$ cat src/hdl/rrca_pkg.sv
package rrca_pkg;

  localparam int unsigned SEQ_W = 32;
  localparam int unsigned LEN_W = 16;

  // Result kinds.
  localparam logic KIND_DELIVER = 1'b0;
  localparam logic KIND_ACK     = 1'b1;

  typedef logic [SEQ_W-1:0] seq_t;
  typedef logic [LEN_W-1:0] len_t;

endpackage

$ cat src/hdl/reorder_receiver_cumulative_ack_core.sv
// Each accepted segment is classified first. An ignored one (after FIN, or with the ACK bit set)
// frees the input with no result; a handshake, out-of-window, FIN or empty one is acknowledged;
// an early one is looked up in every cache slot and stored, then acknowledged; an in-order one is
// delivered, then each next match found by a cache walk is delivered, then it is acknowledged.
// The acknowledgement is registered as the input frees; one segment is in flight at a time.
// Synchronous active-low reset clears the connection state, our_seq and the slot valid bits.
module reorder_receiver_cumulative_ack_core #(
  parameter int unsigned CACHE_SLOTS = 16
) (
  input  logic                 clk,
  input  logic                 rst_n,
  // configuration
  input  logic                 cfg_valid,
  output logic                 cfg_ready,
  input  rrca_pkg::seq_t       cfg_data,
  // segment input
  input  logic                 in_valid,
  output logic                 in_stall,
  input  rrca_pkg::seq_t       in_seg_seq,
  input  rrca_pkg::len_t       in_seg_len,
  input  rrca_pkg::seq_t       in_seg_window,
  input  logic                 in_syn_bit,
  input  logic                 in_fin_bit,
  input  logic                 in_data_bit,
  input  logic                 in_ack_bit,
  // results
  output logic                 out_valid,
  input  logic                 out_stall,
  output logic                 out_kind,
  output rrca_pkg::seq_t       out_seq,
  output rrca_pkg::len_t       out_len,
  output rrca_pkg::seq_t       out_ack_number,
  output logic                 out_syn_out,
  output logic                 out_fin_out,
  output logic                 out_dup_flag,
  output logic                 out_overflow_flag,
  output logic                 out_last
);

  localparam int unsigned IdxW = (CACHE_SLOTS > 1) ? $clog2(CACHE_SLOTS) : 1;
  localparam logic [IdxW-1:0] LastIdx = IdxW'(CACHE_SLOTS - 1);

  typedef enum logic [2:0] {
    ST_IDLE,
    ST_CLASS,
    ST_SCAN,
    ST_STORE,
    ST_DELIV,
    ST_DRAIN,
    ST_ACK
  } state_t;

  state_t              state_r;
  logic                connected_r;
  logic                done_r;
  rrca_pkg::seq_t      next_exp_r;
  rrca_pkg::seq_t      our_seq_r;
  rrca_pkg::seq_t      window_r;

  rrca_pkg::seq_t      seg_seq_r;
  rrca_pkg::len_t      seg_len_r;
  rrca_pkg::seq_t      seg_win_r;
  logic                seg_fin_r;
  logic                seg_data_r;
  logic                seg_ack_r;
  logic                syn_r;
  logic                dup_r;
  logic                ovf_r;

  logic [IdxW-1:0]     idx_r;
  logic                hit_found_r;
  logic [IdxW-1:0]     hit_idx_r;
  logic                free_found_r;
  logic [IdxW-1:0]     free_idx_r;
  rrca_pkg::seq_t      del_seq_r;
  rrca_pkg::len_t      del_len_r;

  logic [CACHE_SLOTS-1:0] slot_valid_r;
  rrca_pkg::seq_t      slot_seq_r [CACHE_SLOTS];
  rrca_pkg::len_t      slot_len_r [CACHE_SLOTS];

  logic                out_valid_r;
  logic                out_kind_r;
  rrca_pkg::seq_t      out_seq_r;
  rrca_pkg::len_t      out_len_r;
  rrca_pkg::seq_t      out_ack_r;
  logic                out_syn_r;
  logic                out_fin_r;
  logic                out_dup_r;
  logic                out_ovf_r;
  logic                out_last_r;

  logic                in_beat;
  logic                out_free;
  logic                out_load;
  rrca_pkg::seq_t      cmp_key;
  logic                cmp_hit;
  logic                out_of_window;

  assign in_stall = (state_r != ST_IDLE);
  assign in_beat  = in_valid && !in_stall;
  assign cfg_ready = 1'b1;
  assign out_free = !out_valid_r || !out_stall;
  assign out_load = out_free && ((state_r == ST_DELIV) || (state_r == ST_ACK));

  // The one comparator is shared by the cache lookup and the drain search.
  assign cmp_key = (state_r == ST_SCAN) ? seg_seq_r : next_exp_r;
  assign cmp_hit = slot_valid_r[idx_r] && (slot_seq_r[idx_r] == cmp_key);

  assign out_of_window = (seg_seq_r - next_exp_r) > window_r;

  always_ff @(posedge clk) begin
    if (!rst_n) begin
      state_r      <= ST_IDLE;
      connected_r  <= 1'b0;
      done_r       <= 1'b0;
      next_exp_r   <= '0;
      our_seq_r    <= '0;
      window_r     <= '0;
      slot_valid_r <= '0;
      out_valid_r  <= 1'b0;
      idx_r        <= '0;
      hit_found_r  <= 1'b0;
      free_found_r <= 1'b0;
    end else begin
      if (out_valid_r && !out_stall && !out_load) begin
        out_valid_r <= 1'b0;
      end
      if (cfg_valid && cfg_ready && !connected_r) begin
        our_seq_r <= cfg_data;
      end

      case (state_r)
        ST_IDLE: begin
          if (in_beat) begin
            seg_seq_r  <= in_seg_seq;
            seg_len_r  <= in_seg_len;
            seg_win_r  <= in_seg_window;
            seg_fin_r  <= in_fin_bit;
            seg_data_r <= in_data_bit;
            seg_ack_r  <= in_ack_bit;
            syn_r      <= 1'b0;
            dup_r      <= 1'b0;
            ovf_r      <= 1'b0;
            state_r    <= ST_CLASS;
          end
        end

        ST_CLASS: begin
          if (!connected_r) begin
            connected_r <= 1'b1;
            next_exp_r  <= seg_seq_r + rrca_pkg::SEQ_W'(1);
            window_r    <= seg_win_r;
            syn_r       <= 1'b1;
            state_r     <= ST_ACK;
          end else if (done_r || seg_ack_r) begin
            state_r <= ST_IDLE;
          end else if (out_of_window) begin
            dup_r   <= 1'b1;
            state_r <= ST_ACK;
          end else if (seg_seq_r != next_exp_r) begin
            idx_r        <= '0;
            hit_found_r  <= 1'b0;
            free_found_r <= 1'b0;
            state_r      <= ST_SCAN;
          end else if (seg_data_r) begin
            del_seq_r <= seg_seq_r;
            del_len_r <= seg_len_r;
            state_r   <= ST_DELIV;
          end else if (seg_fin_r) begin
            done_r     <= 1'b1;
            our_seq_r  <= our_seq_r + rrca_pkg::SEQ_W'(1);
            next_exp_r <= next_exp_r + rrca_pkg::SEQ_W'(1);
            state_r    <= ST_ACK;
          end else begin
            state_r <= ST_ACK;
          end
        end

        // Look for a slot holding this sequence number and for the lowest free slot.
        ST_SCAN: begin
          if (cmp_hit && !hit_found_r) begin
            hit_found_r <= 1'b1;
            hit_idx_r   <= idx_r;
          end
          if (!slot_valid_r[idx_r] && !free_found_r) begin
            free_found_r <= 1'b1;
            free_idx_r   <= idx_r;
          end
          if (idx_r == LastIdx) begin
            state_r <= ST_STORE;
          end else begin
            idx_r <= idx_r + IdxW'(1);
          end
        end

        ST_STORE: begin
          if (hit_found_r) begin
            dup_r <= 1'b1;
          end else if (free_found_r) begin
            slot_valid_r[free_idx_r] <= 1'b1;
          end else begin
            ovf_r <= 1'b1;
          end
          state_r <= ST_ACK;
        end

        ST_DELIV: begin
          if (out_free) begin
            out_valid_r <= 1'b1;
            out_kind_r  <= rrca_pkg::KIND_DELIVER;
            out_seq_r   <= del_seq_r;
            out_len_r   <= del_len_r;
            out_ack_r   <= '0;
            out_syn_r   <= 1'b0;
            out_fin_r   <= 1'b0;
            out_dup_r   <= 1'b0;
            out_ovf_r   <= 1'b0;
            out_last_r  <= 1'b0;
            next_exp_r  <= next_exp_r + rrca_pkg::SEQ_W'(del_len_r);
            idx_r       <= '0;
            state_r     <= ST_DRAIN;
          end
        end

        // Walk from slot zero so that the lowest matching slot drains first.
        ST_DRAIN: begin
          if (cmp_hit) begin
            del_seq_r           <= slot_seq_r[idx_r];
            del_len_r           <= slot_len_r[idx_r];
            slot_valid_r[idx_r] <= 1'b0;
            state_r             <= ST_DELIV;
          end else if (idx_r == LastIdx) begin
            state_r <= ST_ACK;
          end else begin
            idx_r <= idx_r + IdxW'(1);
          end
        end

        ST_ACK: begin
          if (out_free) begin
            out_valid_r <= 1'b1;
            out_kind_r  <= rrca_pkg::KIND_ACK;
            out_seq_r   <= our_seq_r;
            out_len_r   <= '0;
            out_ack_r   <= next_exp_r;
            out_syn_r   <= syn_r;
            out_fin_r   <= done_r;
            out_dup_r   <= dup_r;
            out_ovf_r   <= ovf_r;
            out_last_r  <= 1'b1;
            state_r     <= ST_IDLE;
          end
        end

        default: begin
          state_r <= ST_IDLE;
        end
      endcase
    end
  end

  // Slot contents carry no reset; they are only read while the slot is valid.
  always_ff @(posedge clk) begin
    if (state_r == ST_STORE) begin
      if (hit_found_r) begin
        slot_len_r[hit_idx_r] <= seg_len_r;
      end else if (free_found_r) begin
        slot_seq_r[free_idx_r] <= seg_seq_r;
        slot_len_r[free_idx_r] <= seg_len_r;
      end
    end
  end

  assign out_valid         = out_valid_r;
  assign out_kind          = out_kind_r;
  assign out_seq           = out_seq_r;
  assign out_len           = out_len_r;
  assign out_ack_number    = out_ack_r;
  assign out_syn_out       = out_syn_r;
  assign out_fin_out       = out_fin_r;
  assign out_dup_flag      = out_dup_r;
  assign out_overflow_flag = out_ovf_r;
  assign out_last          = out_last_r;

`ifndef ASSERT_OFF
  a_accept_classifies: assert property (@(posedge clk) disable iff (!rst_n)
    in_beat |=> state_r == ST_CLASS)
    else $error("accepted segment was not classified next cycle");

  a_last_is_ack: assert property (@(posedge clk) disable iff (!rst_n)
    out_valid_r && out_last_r |-> out_kind_r == rrca_pkg::KIND_ACK)
    else $error("final beat of a segment is not an acknowledgement");

  a_deliver_connected: assert property (@(posedge clk) disable iff (!rst_n)
    out_valid_r && out_kind_r == rrca_pkg::KIND_DELIVER |-> connected_r && !out_last_r)
    else $error("delivery beat before handshake or marked last");

  a_done_connected: assert property (@(posedge clk) disable iff (!rst_n)
    done_r |-> connected_r)
    else $error("connection finished without handshake");

  a_fin_bumps_seq: assert property (@(posedge clk) disable iff (!rst_n)
    $rose(done_r) |-> our_seq_r == $past(our_seq_r) + rrca_pkg::SEQ_W'(1))
    else $error("own sequence number not advanced on FIN");
`endif

endmodule
$ cat config.mk
export PLATFORM = sky130hd
export DESIGN_NAME = reorder_receiver_cumulative_ack_core
export DESIGN_NICKNAME = d
export VERILOG_FILES = /design/src/hdl/rrca_pkg.sv /design/src/hdl/reorder_receiver_cumulative_ack_core.sv
export SDC_FILE = /design/constraint.sdc
export NUM_CORES = 1
export LEC_CHECK = 0
export BUFFER_PORTS_ARGS = -buffer_cell sky130_fd_sc_hd__clkbuf_2
export CAP_MARGIN = 20
export CORE_MARGIN = 2
export CORE_UTILIZATION = 57
export CTS_BUF_LIST = sky130_fd_sc_hd__clkbuf_8
export CTS_CLUSTER_DIAMETER = 30
export DETAILED_ROUTE_END_ITERATION = 12
export PLACE_DENSITY = 0.75
export SYNTH_ARGS = -nofsm -noshare
export SYNTH_HDL_FRONTEND = slang
export SYNTH_SLANG_ARGS = --single-unit
$ cat constraint.sdc
create_clock -name clk -period 12.2 [get_ports clk]
set_input_delay 1.22 -clock clk [delete_from_list [all_inputs] [get_ports clk]]
set_output_delay 1.22 -clock clk [all_outputs]
set_load 0.005 [all_outputs]
==> results.toml <==
[floorplan]
num_rows = 108
initial_core_util_pct = 57.5
die_h_um = 299
die_width_um = 299
io-pin-count = 210
die_area_sq_um = 89700
coreArea_sq_um = 86600

[worst_hold_path]
min_path_cells = 2
holdCritPathClass = "reg -> reg"
hold_end = "window_r[19]$_SDFFE_PN0P_"
hp-start = "window_r[19]$_SDFFE_PN0P_"

[timing]
setup_viol = 0
slew_headroom_pct = 22.5
min_period_over_period_pct = 61.6
hold_violations = 0
setup_slack_ns = 4.68
hold_slack_ns = 0.451
setup-tns-final_ns = 0
tightest_slew_ns = 1.16
slew_violations = 0
skew_ns = 0.0434
fmax_mhz = 133
layout_min_cycle_time_ns = 7.52
rsz0062_at_grt = "false"

[worst_setup_path]
path_cells = "ha_1 > nor2b_1 > o31a_1 > o311a_1 > a211o_1 > a41o_1 > a211o_1 > a31o_2 > a21oi_1 > xnor2_1 > ha_1 > nand4_1 > nor4_1 > nand3_1 > and2_0 > a211oi_1 > nand2_1 > a221oi_4 > buf_4"
critical_path_cell_count = 19
reg2reg_depth = 19
critPathBufInv = 1
criticalPathCategory = "reg -> reg"
r2r-start = "seg_seq_r[1]$_DFFE_PP_"
path_max_fanout = 48
max_stage_delay_ns = 1.11
rrSetupSlack_ns = 4.68
arrival_ns = 8.01
cpLargestDelayFamily = "compound AO/OA/AOI/OAI gates"
r2r_end = "del_len_r[4]$_DFFE_PP_"
cpMaxStageDelayCell = "edfxtp_1"
worstSetupEndpointType = "flop"
required_ns = 12.68
start_kind = "flop"

[status]
outcome = "finished clean"

[final_layout]
nFillCells = 6001
layout-drive-gt1-share_pct = 22.6
synthToLayoutAreaGrowth_pct = 13.6
final_common_cell = "edfxtp_1"
final_cell_mix = "edfxtp_1, nand2_1, clkbuf_2"
seq_area_sq_um = 32500
nNetsFinal = 3991
multi_input_area_sq_um = 16200

[clock_tree]
cts.sinks = 1123
cts_resized = 0
h-tree-depth = 4
cts_max_path_buffers = 3
clk_latency_ns = 0.90
post-cts-setup-buffer-count = 0
cts-root-buf = "clkbuf_8"
clk_pin_slew_ns = 0.06
cts_tree = "yes"
hold_buffers = 0
numCtsBuffers = 196

[grt]
grt_pass1_vias = 31431
grt_max_degree = 80
grt_usage_pct = 31.3
antenna_found_initial = 6
overflow = 0
grt_pass1_wl_um = 204000

[synthesis]
async_reset_ff_share_pct = 0
synth.top_cell.area_share_pct = 60.0
synthFlopType = "edfxtp_1"
syn_avg_cell_area_sq_um = 14.4
ys_seq_area_share_pct = 65.2
yosysTopAreaCell = "edfxtp_1"
synth-edff-count = 995
netlist_instances = 3449
synth_warnings = 0
syn_nets = 3657
synth_seq_cells = 1123
ys_types = 101
ys_top_cells_by_area = "edfxtp_1, mux4_2, dfxtp_1"
syn-cell-area_sq_um = 49800

[route]
drtAntennaViolNets = 0
wl_per_cell_um = 27.4
via_per_inst = 6.37
routed_wl_um = 140000
drtIter0Drc = 4749
first_pass_iters = 6
drc_errors = 0
vias = 32518

[pwr]
ir_worst_vdd_mv = 0.127
power_density_nw_per_um2 = 203
p_leak_nw = 19.1

[placement]
place_congestion = 0.965
port_buffers = 207
detailed_place_hpwl_um = 88900
dp_worst_setup_slack_ns = 4.82

[run]
cap_viol_max_count = 0
synth_stat cells, types with 11 or more instances:
master    instances
and2_1           23
xor2_1           29
nor2_1          201
clkbuf_1        108
a21oi_1         173
a31oi_1          39
a211oi_1         47
ha_1             85
o22ai_1          15
mux2i_1          76
xnor2_1          56
nor3_1           60
a22oi_1          38
edfxtp_1        995
o21a_1           13
o211ai_1         17
nand2_1         402
or3_1            20
mux4_2          200
mux2_2           27
nand3_1          74
buf_1            12
nor4_1           20
nand4_1          24
o21ai_0          95
dfxtp_1         128
a21o_1           27
nand2b_1         15
inv_1            99
and3_1           34
buf_2            20
nor2b_1          46
a32oi_1          11
buf_4            18
per-layer routing:
metal	wire length (um)	track usage, %	vias to the layer above
li1	-	-	14086
met1	53800	44.1	16069
met2	63100	46.9	2054
met3	16600	7.48	305
met4	6180	14.3	4
met5	33	0	-
cell type report:
| cell class | count | share of cell area, % |
|---|---|---|
| Sequential cell | 1123 | 57.4 |
| Multi-Input combinational cell | 2049 | 28.8 |
| Clock buffer | 203 | 4.94 |
| Timing Repair Buffer | 309 | 3.24 |
| Tap cell | 1155 | 2.56 |
| Clock inverter | 158 | 2.37 |
| Inverter | 104 | 0.693 |
| Antenna cell | 1 | 0.00443 |
worst reg2reg max path: cells and delay by family, from the launching register on:
family                   cells  cell delay, ns
AND/OR/NAND/NOR              6            1.60
XOR/XNOR                     1            0.09
buffers and inverters        1            0.66
flip-flops                   1            1.11
adder cells (fa/ha/maj)      2            0.75
AO/OA/AOI/OAI                9            2.89
registers in the layout, summed over array words and instances, names as in the netlist, 32 cells and up, named ones only:
signal and flops:
next_exp_r 32, slot_seq_r 512, slot_len_r 256, seg_seq_r 32, our_seq_r 32, seg_win_r 32, out_seq 32, del_seq_r 32
window_r 32, out_ack_number 32
power by group:
| group | switching [mW] | internal, mW |
|---|---|---|
| Sequential | 0.262 | 4.46 |
| Combinational | 2.01 | 1.19 |
| Clock | 1.60 | 1.98 |
logic make-up after synthesis:
logic type	share of synthesized area, %
DFF	65.2
muxes	11.5
xor gates and xnor gates	1.50
adders and majority gates	2.22
and+or+nand+nor	9.20
other	0.00754
buffers and inverters	2.60
AOI/OAI and AO/OA	7.79
worst max path at each step:
stage | startpoint | to | slack (ns)
6_report | seg_seq_r[1]$_DFFE_PP_ | del_len_r[4]$_DFFE_PP_ | 4.68
5_1_grt | seg_seq_r[1]$_DFFE_PP_ | del_len_r[4]$_DFFE_PP_ | 4.45
4_1_cts | seg_seq_r[1]$_DFFE_PP_ | del_len_r[4]$_DFFE_PP_ | 4.77
3_5_place_dp | seg_seq_r[1]$_DFFE_PP_ | del_seq_r[14]$_DFFE_PP_ | 4.82
3_3_place_gp | seg_seq_r[1]$_DFFE_PP_ | del_seq_r[16]$_DFFE_PP_ | 4.93
2_1_floorplan | rst_n | seg_ack_r$_DFFE_PP_ | 1.04
stage by stage:
stage	cells	cell area (sq um)	power, mW	utilization [%]
3_5_place_dp	4737	52300	7.89	60.4
5_1_grt	5102	56500	12.0	65.2
4_1_cts	5098	56500	11.5	65.2
3_3_place_gp	4736	52300	7.85	60.4
2_1_floorplan	3449	49800	6.91	-
6_report	5102	56500	11.5	65.2
No activity file was read; power rests on OpenSTA's default activity.
